--- config.mk ---
export PLATFORM = sky130hd
export DESIGN_NAME = lfo_phase
export DESIGN_NICKNAME = d
export VERILOG_FILES = /design/src/rtl/assert_macros.svh /design/src/rtl/lfo_pkg.sv /design/src/rtl/lfo_ram.sv /design/src/rtl/lfo_phase.sv
export SDC_FILE = /design/constraint.sdc
export NUM_CORES = 1
export LEC_CHECK = 0
export ABC_AREA = 1
export BUFFER_PORTS_ARGS = -buffer_cell sky130_fd_sc_hd__buf_2
export CORE_ASPECT_RATIO = 0.5
export CORE_MARGIN = 2
export CORE_UTILIZATION = 40
export DETAILED_ROUTE_END_ITERATION = 10
export PLACE_DENSITY_LB_ADDON = 0.2
export SYNTH_ARGS = -nofsm -noshare
export SYNTH_HDL_FRONTEND = slang
export SYNTH_SLANG_ARGS = --single-unit
--- constraint.sdc ---
create_clock -name clk -period 3.24 [get_ports clk]
set_input_delay 0 -clock clk [delete_from_list [all_inputs] [get_ports clk]]
set_output_delay 0 -clock clk [all_outputs]
set_load 0.01 [all_outputs]
--- src/rtl/assert_macros.svh ---
`ifndef ASSERT_MACROS_SVH
`define ASSERT_MACROS_SVH

`ifndef SYNTHESIS

// property must hold at every clock edge out of reset
`define LFO_ASSERT(lbl, clk, rstn, prop, msg) \
  lbl: assert property (@(posedge clk) disable iff (!rstn) (prop)) else $error(msg);

// consequent must hold in the clock cycle after the antecedent
`define LFO_ASSERT_NEXT(lbl, clk, rstn, ante, cons, msg) \
  lbl: assert property (@(posedge clk) disable iff (!rstn) (ante) |=> (cons)) else $error(msg);

`else

`define LFO_ASSERT(lbl, clk, rstn, prop, msg)
`define LFO_ASSERT_NEXT(lbl, clk, rstn, ante, cons, msg)

`endif

`endif

--- src/rtl/lfo_pkg.sv ---
package lfo_pkg;

  localparam int PHASE_BITS_DEF      = 32;
  localparam int SINE_TABLE_BITS_DEF = 10;
  localparam int EXP_TABLE_BITS_DEF  = 10;

  localparam int IN_DATA_W  = 72;
  localparam int OUT_DATA_W = 80;

  // output buffer, power of two
  localparam int OUT_DEPTH = 16;
  localparam int OUT_PTR_W = $clog2(OUT_DEPTH);
  localparam int OUT_CNT_W = $clog2(OUT_DEPTH + 1);
  localparam logic [OUT_CNT_W-1:0] CNT_FULL = OUT_CNT_W'(OUT_DEPTH);

  localparam logic [30:0] SP_RESET = 31'd89478;
  localparam logic [15:0] PW_RESET = 16'd32768;
  localparam logic [15:0] PW_MIN   = 16'd655;
  localparam logic [15:0] PW_MAX   = 16'd64880;

  localparam logic signed [16:0] PITCH_MAX = 17'sd32768;
  localparam logic signed [15:0] LVL_ONE   = 16'sd1024;
  localparam logic signed [15:0] LVL_ZERO  = 16'sd0;

  localparam logic signed [17:0] Q14_ONE = 18'sd16384;
  localparam logic signed [17:0] Q14_TWO = 18'sd32768;

  localparam logic [15:0] TRI_SH_BI      = 16'd49152;
  localparam logic [15:0] TRI_SH_BI_INV  = 16'd16384;
  localparam logic [15:0] TRI_SH_UNI     = 16'd0;
  localparam logic [15:0] TRI_SH_UNI_INV = 16'd32768;

  localparam longint unsigned Q30_ONE = 64'd1073741824;
  localparam longint unsigned SIN_A1  = 64'd1686629713;
  localparam longint unsigned SIN_A3  = 64'd693598670;
  localparam longint unsigned SIN_A5  = 64'd85569306;
  localparam longint unsigned SIN_A7  = 64'd5026995;
  localparam longint unsigned SIN_A9  = 64'd172273;

  typedef enum logic {
    CMD_TICK,
    CMD_LOAD
  } cmd_t;

  typedef enum logic [1:0] {
    REG_SAMPLE_PERIOD,
    REG_PULSE_WIDTH,
    REG_OFFSET_MODE,
    REG_INVERT_MODE
  } reg_idx_t;

  typedef struct packed {
    logic vld;
    logic load;
  } lfo_ctl_t;

  typedef struct packed {
    logic [15:0] pulse_width;
    logic        offset_mode;
    logic        invert_mode;
  } wave_cfg_t;

  function automatic longint unsigned isqrt64(input longint unsigned v_in);
    longint unsigned v;
    longint unsigned res;
    longint unsigned b;
    v = v_in;
    res = 64'd0;
    b = 64'd1 << 62;
    while (b > v) b = b >> 2;
    while (b != 64'd0) begin
      if (v >= res + b) begin
        v = v - (res + b);
        res = (res >> 1) + b;
      end else begin
        res = res >> 1;
      end
      b = b >> 2;
    end
    return res;
  endfunction

  // 2^(f / 2^bits) in unsigned Q1.30, one rounded root multiply per set bit
  function automatic logic [30:0] exp_mant(input int f, input int bits);
    longint unsigned acc;
    longint unsigned r;
    acc = Q30_ONE;
    r = 64'd2 * Q30_ONE;
    for (int j = bits - 1; j >= 0; j--) begin
      r = isqrt64(r << 30);
      if (f[j]) acc = (acc * r + (Q30_ONE >> 1)) >> 30;
    end
    return 31'(acc);
  endfunction

  // sin(pi/2 * i / 2^sbits) in unsigned Q1.14 from the odd degree-9 polynomial
  function automatic logic [14:0] sine_entry(input longint unsigned i, input int sbits);
    longint unsigned x;
    longint unsigned x2;
    longint unsigned p;
    x = i << (30 - sbits);
    x2 = (x * x) >> 30;
    p = SIN_A7 - ((SIN_A9 * x2) >> 30);
    p = SIN_A5 - ((p * x2) >> 30);
    p = SIN_A3 - ((p * x2) >> 30);
    p = SIN_A1 - ((p * x2) >> 30);
    p = (p * x) >> 30;
    p = (p + 64'd32768) >> 16;
    if (p > 64'd16384) p = 64'd16384;
    return 15'(p);
  endfunction

  function automatic logic [15:0] sat16(input logic signed [17:0] v);
    if (v > 18'sd32767) return 16'h7fff;
    if (v < -18'sd32768) return 16'h8000;
    return v[15:0];
  endfunction

endpackage

--- src/rtl/lfo_ram.sv ---
module lfo_ram #(
  parameter int WIDTH = 8,
  parameter int DEPTH = 2,
  localparam int AW = (DEPTH > 1) ? $clog2(DEPTH) : 1
) (
  input  logic             clk,
  input  logic             we,
  input  logic [AW-1:0]    waddr,
  input  logic [WIDTH-1:0] wdata,
  input  logic [AW-1:0]    raddr,
  output logic [WIDTH-1:0] rdata
);

  logic [WIDTH-1:0] mem_r [DEPTH];
  logic [WIDTH-1:0] rdata_r;

  // read-first: a read at the write edge returns the old word
  always_ff @(posedge clk) begin
    if (we) begin
      mem_r[waddr] <= wdata;
    end
    rdata_r <= mem_r[raddr];
  end

  assign rdata = rdata_r;

endmodule

--- src/rtl/lfo_phase.sv ---
module lfo_phase #(
  parameter int PHASE_BITS = lfo_pkg::PHASE_BITS_DEF
) (
  input  logic                  clk,
  input  logic                  rst_n,
  input  lfo_pkg::lfo_ctl_t     step_ctl,
  input  logic signed [15:0]    step_level,
  input  logic [31:0]           step_pv,
  input  logic [PHASE_BITS-1:0] step_inc,
  output logic                  ph_vld,
  output logic [PHASE_BITS-1:0] ph
);
  import lfo_pkg::*;

  // state word: trigger flag above the phase
  localparam int SW = PHASE_BITS + 1;

  logic [SW-1:0]           ram_q;
  logic [SW-1:0]           cur;
  logic [SW-1:0]           state_nxt;
  logic                    cur_trig;
  logic [PHASE_BITS-1:0]   cur_ph;
  logic [PHASE_BITS+31:0]  pv_ext;
  logic [PHASE_BITS-1:0]   base;
  logic                    trig_nxt;
  logic [PHASE_BITS-1:0]   phase_nxt;

  logic                    written_r;
  logic                    last_vld_r;
  logic [SW-1:0]           last_r;

  lfo_ram #(
    .WIDTH (SW),
    .DEPTH (1)
  ) u_state_ram (
    .clk   (clk),
    .we    (step_ctl.vld),
    .waddr ('0),
    .wdata (state_nxt),
    .raddr ('0),
    .rdata (ram_q)
  );

  always_comb begin
    // the registered ram read still returns the old word just after a write, so the last write is forwarded
    if (last_vld_r) begin
      cur = last_r;
    end else if (written_r) begin
      cur = ram_q;
    end else begin
      cur = '0;
    end
    cur_trig = cur[SW-1];
    cur_ph   = cur[PHASE_BITS-1:0];
    pv_ext   = {step_pv, {PHASE_BITS{1'b0}}};

    trig_nxt = cur_trig;
    base     = cur_ph;
    if (step_ctl.load) begin
      phase_nxt = pv_ext[PHASE_BITS+31 -: PHASE_BITS];
    end else begin
      // schmitt trigger: re-arm at or below zero, fire at or above one
      if (cur_trig) begin
        if (step_level <= LVL_ZERO) trig_nxt = 1'b0;
      end else if (step_level >= LVL_ONE) begin
        trig_nxt = 1'b1;
        base     = '0;
      end
      phase_nxt = base + step_inc;
    end
    state_nxt = {trig_nxt, phase_nxt};
  end

  always_ff @(posedge clk) begin
    if (!rst_n) begin
      written_r  <= 1'b0;
      last_vld_r <= 1'b0;
    end else begin
      last_vld_r <= step_ctl.vld;
      if (step_ctl.vld) written_r <= 1'b1;
    end
  end

  always_ff @(posedge clk) begin
    if (step_ctl.vld) last_r <= state_nxt;
  end

  assign ph_vld = last_vld_r;
  assign ph     = last_r[PHASE_BITS-1:0];

endmodule

# After elaboration in Yosys (flattened, before gate mapping)
# Memories as Yosys holds them, arrays and structs flattened. A register that Yosys moved wholly into a read port is not among the register bits.
# Index checks and enable logic that the tools add are counted.
# op_classes
magnitude_cmp	2
n_mux	12
addsub	1
# op_table
op	n
$mux 32	4
$mux 33	2
$add 32x32->32	1
$ge 16x12->1 const B	1
$le 16x1->1 const B	1
$mux 1	6
# word_totals
n_memories	1
register_bits	35
mem_bits_rw	33
elab_cells	19
# memory_table
memory	depth	word_bits	read_ports	rd_ports_with_merged_regs	write_ports	line	source
u_state_ram.mem_r	1	33	1	1	1	lfo_ram.sv:14	logic [WIDTH-1:0] mem_r [DEPTH];

# Logic depth before layout (Yosys ltp)
# depth
depth_word	7
depth_mapped	21
ltp_nobuf	19

# Cells and area by module
# A second synthesis with hierarchy kept.
# hier_totals
cells_unflattened	909
hier_area_um2	6581.3
# by_module_without_submodules
mod	area_per_inst_um2	cells_each	n_inst	seq_area_each_um2
lfo_phase	4929.7	843	1	1031.0
lfo_ram	1651.6	66	1	1651.6

# Least setup slack after synthesis
# OpenSTA, ideal clock, no wires.
# synth_timing
path_type	reg-to-reg
startpoint	register written_r
endpoint	memory u_state_ram.mem_r[0][28] (netlist name), data pin
n_path_buf	2
t_arrival_ps	2396
required_ps	2987
setup_slack_ps	591
stages_incl_launch_ff	22
period_less_slack_ps	2649
setup_time_ps	253
cell_sequence	dfxtp_1 buf_2 nand2_1 nor2_1 nor2_1 nand3_1 buf_2 o211ai_1 inv_1 ha_1 inv_1 fa_1 inv_1 nand3_1 nand3_1 nand3_1 nand3_1 nand2_1 nand2_1 nand2_1 nand3_1 nand2_1
# synth_via
elab_chain_cells	7
# synth_lines
element	line	source
start: declaration	lfo_phase.sv:28	logic written_r;
start signal: assignment	lfo_phase.sv:76	written_r <= 1'b0;
start signal: assignment	lfo_phase.sv:80	if (step_ctl.vld) written_r <= 1'b1;
$mux 33 *	lfo_phase.sv:48	end else if (written_r) begin
$mux 33 *	lfo_phase.sv:46	if (last_vld_r) begin
$mux 32	lfo_phase.sv:65	end else if (step_level >= LVL_ONE) begin
$mux 32 *	lfo_phase.sv:63	if (cur_trig) begin
$mux 32 *	lfo_phase.sv:59	if (step_ctl.load) begin
$add 32x32->32 *	lfo_phase.sv:69	phase_nxt = base + step_inc;
$mux 32 *	lfo_phase.sv:59	
net phase_nxt[28]	lfo_phase.sv:26	logic [PHASE_BITS-1:0] phase_nxt;
end: declaration	lfo_ram.sv:14	
# The timed path passes the listed nets; every way through them passes the cells marked *. The select of a mux whose other input is x is not followed.

==> implementation parameters <==
Parameter                              Value

Die
  Die area ... 14,800 µm²
  Area of the placeable core ... 13,500 µm²
  Die Width ... 170 µm
  FP Rows ... 30
  Starting Density ... 40.8%
  Height of the chip ... 87.0 µm
  IO Count ... 117

Synth
  Post-synthesis instance area ... 5510 µm²
  Net Count, Synth ... 993
  Post-synthesis average cell area ... 6.30 µm²
  Cell type with the largest total area after synthesis ... nand2_1
  Number of instances in the synthesized netlist ... 875
  Number of register bits inferred by synthesis ... 68
  Count of different cell masters after synthesis ... 33
  Portion of the post-synthesis area used by sequential elements ... 30.7%
  Ys Warns ... 0
  Fraction of post-synthesis cell area in the top cell type by area ... 24.4%
  Cells taking the most area after synthesis ... nand2_1, edfxtp_1, dfxtp_1

Detailed routing
  Routed wire per std cell ... 14.0 µm
  Highest routed metal layer ... met4
  Met2 WL post-DR ... 6890 µm
  Average vias per placed instance ... 4.78
  Met1 Wirelength ... 8390 µm
  DR pass1 iterations ... 6
  Number of nets with antenna violations after detailed routing ... 0
  DRC viols ... 0
  Number of DRC markers after the initial detailed-route iteration ... 348
  Met3 layer wire length in the routed design ... 881 µm
  Via count ... 5,592
  Drt total wl ... 16,400 µm

CTS
  Worst-path clk slew ... 50 ps
  Sinks on the clock net ... 68
  Count of buffers added by post-CTS timing repair for setup ... 0
  H-tree levels ... 3
  Root buf cell ... clkbuf_16
  CTS tree ... yes
  Worst-skew pair later-pin latency ... 340 ps
  Largest buffer count on any clock path ... 2
  Inserted Clock Buffers ... 9

Layout
  Layout cells sized above 1 ... 15.7%
  Area growth syn-to-layout ... 20.8%
  Count of nets after finishing ... 1,106
  Antenna diode count ... 0
  Final Instance Count excl. Fillers ... 1,169
  Commonest cells after routing, fill and taps aside ... nand2_1, inv_1, buf_2
  Post-route core utilization ... 49.3%
  Commonest non-fill, non-tap cell in the layout ... nand2_1

Power and ir drop
  Share of power burned in registers ... 35.8%
  Share of power burned in the clock network ... 32.7%
  Peak ir drop on the vdd network ... 191 µV
  Power per cell area ... 445 nW/µm²
  Post-route total power ... 2.97 mW
  Net Switching ... 1.01 mW
  Combinational share of power ... 31.5%
  Leakage Power ... 3.91 nW
  Internal power ... 1.96 mW
  Sw Ratio ... 34.0%

Setup path
  Required @ worst endpoint ... 3320 ps
  Critical path class ... register to register
  Data arrival at the endpoint of the critical path ... 3090 ps
  Critical path capture point type ... register
  CP Launch Type ... register
  Max FO, Critical Path ... 21

Global route
  Overall fraction of global-route tracks in use ... 23.1%
  Pin count of the biggest net entering global routing ... 44
  Number of antenna violations at the first check in global routing ... 1
  Remaining global-route overflow ... 0
  Number of global-route vias before repair ... 5,087
  Wire length of the first global-routing pass ... 26,100 µm

Place
  Total half-perimeter wirelength after legalization and detailed placement ... 12,800 µm
  Port Buf Inserts ... 116
  Final RePlAce weighted congestion ... 0.929
  Cell count after placement ... 1,122

Timing
  F_max ... 0.332 GHz
  Post-Route Setup TNS ... 0 ps
  Final count of negative-setup-slack endpoints ... 0
  Slew HR ... 34.6%
  Hold violation total from the final report ... 0
  Crit path time final ... 3010 ps
  Clock tree skew after final layout ... 7.40 ps
  Number of max-slew violations in the final report ... 0
  Final Cycle Share ... 92.9%
  Worst slew pin tran ... 979 ps
  Setup repair after global routing missed its margin ... false

Job
  Number of max-capacitance violations reported ... 0

Hold path
  Classification of the worst-slack hold path ... input port to register

Outcome
  Run status ... finished, final reports clean
layout make-up:
type / count / area, µm²
fillers: 1466 / 6850
multi-input cells: 592 / 2890
flip-flops and latches: 68 / 1690
repair buffers: 154 / 960
inverters: 163 / 612
clock buffers: 11 / 233
well taps: 176 / 220
clock inverters: 5 / 52.6
Yosys cell counts (all sizes together):
library cell	instances
dfxtp	35
xor2	1
nand4	5
and2	3
nor2	47
xnor2	8
edfxtp	33
or2	6
nor3	4
and3	1
o211ai	30
a21o	1
nor4	2
nand2	362
nand3b	1
a21oi	20
buf	38
fa	1
nand3	51
clkbuf	14
inv	163
o21ai	14
ha	33
o21bai	2
state kept, by name, indices dropped and copies added, names as in the netlist:
register,count
u_state_ram.mem_r,33
u_state_ram.rdata,33
ph_vld,1
written_r,1
what timing repair did:
action / CTS / global route
resized for setup: 0 / 4
setup endpoints to repair: 0 / 3
hold buffers: 31 / 0
endpoints found under the hold margin: 32 / 0
critical path, cell delays in order (launching register included):
cell and delay (ps):
edfxtp_1 380, nand2_1 70, inv_1 30, nor2_1 140
nand3_1 180, buf_6 230, o211ai_1 90, inv_1 100
ha_2 390, nand2_1 110, nor2_2 200, inv_1 70
nor2_2 190, nand4_1 200, nand3_1 140, nand2_1 50
nand3_1 90, nand2_1 70
path summary, 6_finish.rpt:
kind	startpoint	to	slack, ps	depth (start not counted)
max reg2reg	u_state_ram.mem_r[0][32]$_DFFE_PP_	u_state_ram.mem_r[0][18]$_DFFE_PP_	230	17
max	u_state_ram.mem_r[0][32]$_DFFE_PP_	u_state_ram.mem_r[0][18]$_DFFE_PP_	230	17
min	step_pv[28]	u_state_ram.mem_r[0][28]$_DFFE_PP_	40	3
min reg2reg	u_state_ram.mem_r[0][32]$_DFFE_PP_	u_state_ram.rdata[32]$_DFF_P_	370	0
layer usage:
layer  vias up  GRT usage [%]
li1       2896              -
met1      2526           33.3
met2       153           35.7
met3        17           4.13
met4         0           5.83
met5         -              0
power groups by stage:
| stage | sequential (mW) | clock [mW] | combinational, mW |
|---|---|---|---|
| floorplan | 1.06 | 0 | 0.665 |
| global placement | 1.08 | 0 | 0.889 |
| detailed placement | 1.08 | 0 | 0.897 |
| CTS | 1.06 | 0.986 | 0.930 |
| global route | 1.07 | 1.02 | 1.06 |
| finish | 1.06 | 0.969 | 0.934 |
per-stage QoR:
stage / setup slack [ps] / area [µm²] / hold WS (ps)
after floorplan: 591 / 5510 / 110
after global placement: 278 / 6050 / 225
after detailed placement: 237 / 6050 / 225
after CTS: 246 / 6650 / 16.0
after global routing: 3.13 / 6660 / 46.1
final: 231 / 6660 / 42.5
cell families (layout without fill, tap and decap cells):
family                   count (synthesis)  count (layout)  share of synthesized area (%)
AND/OR/NAND/NOR                        482             482                           35.5
buffers and inverters                  215             333                           17.0
flip-flops                              68              68                           30.7
AO/OA/AOI/OAI                           67              67                           7.58
adder cells (fa/ha/maj)                 34              34                           7.85
XOR/XNOR                                 9               9                           1.43
Note: power is estimated with default switching activity, not from simulation.
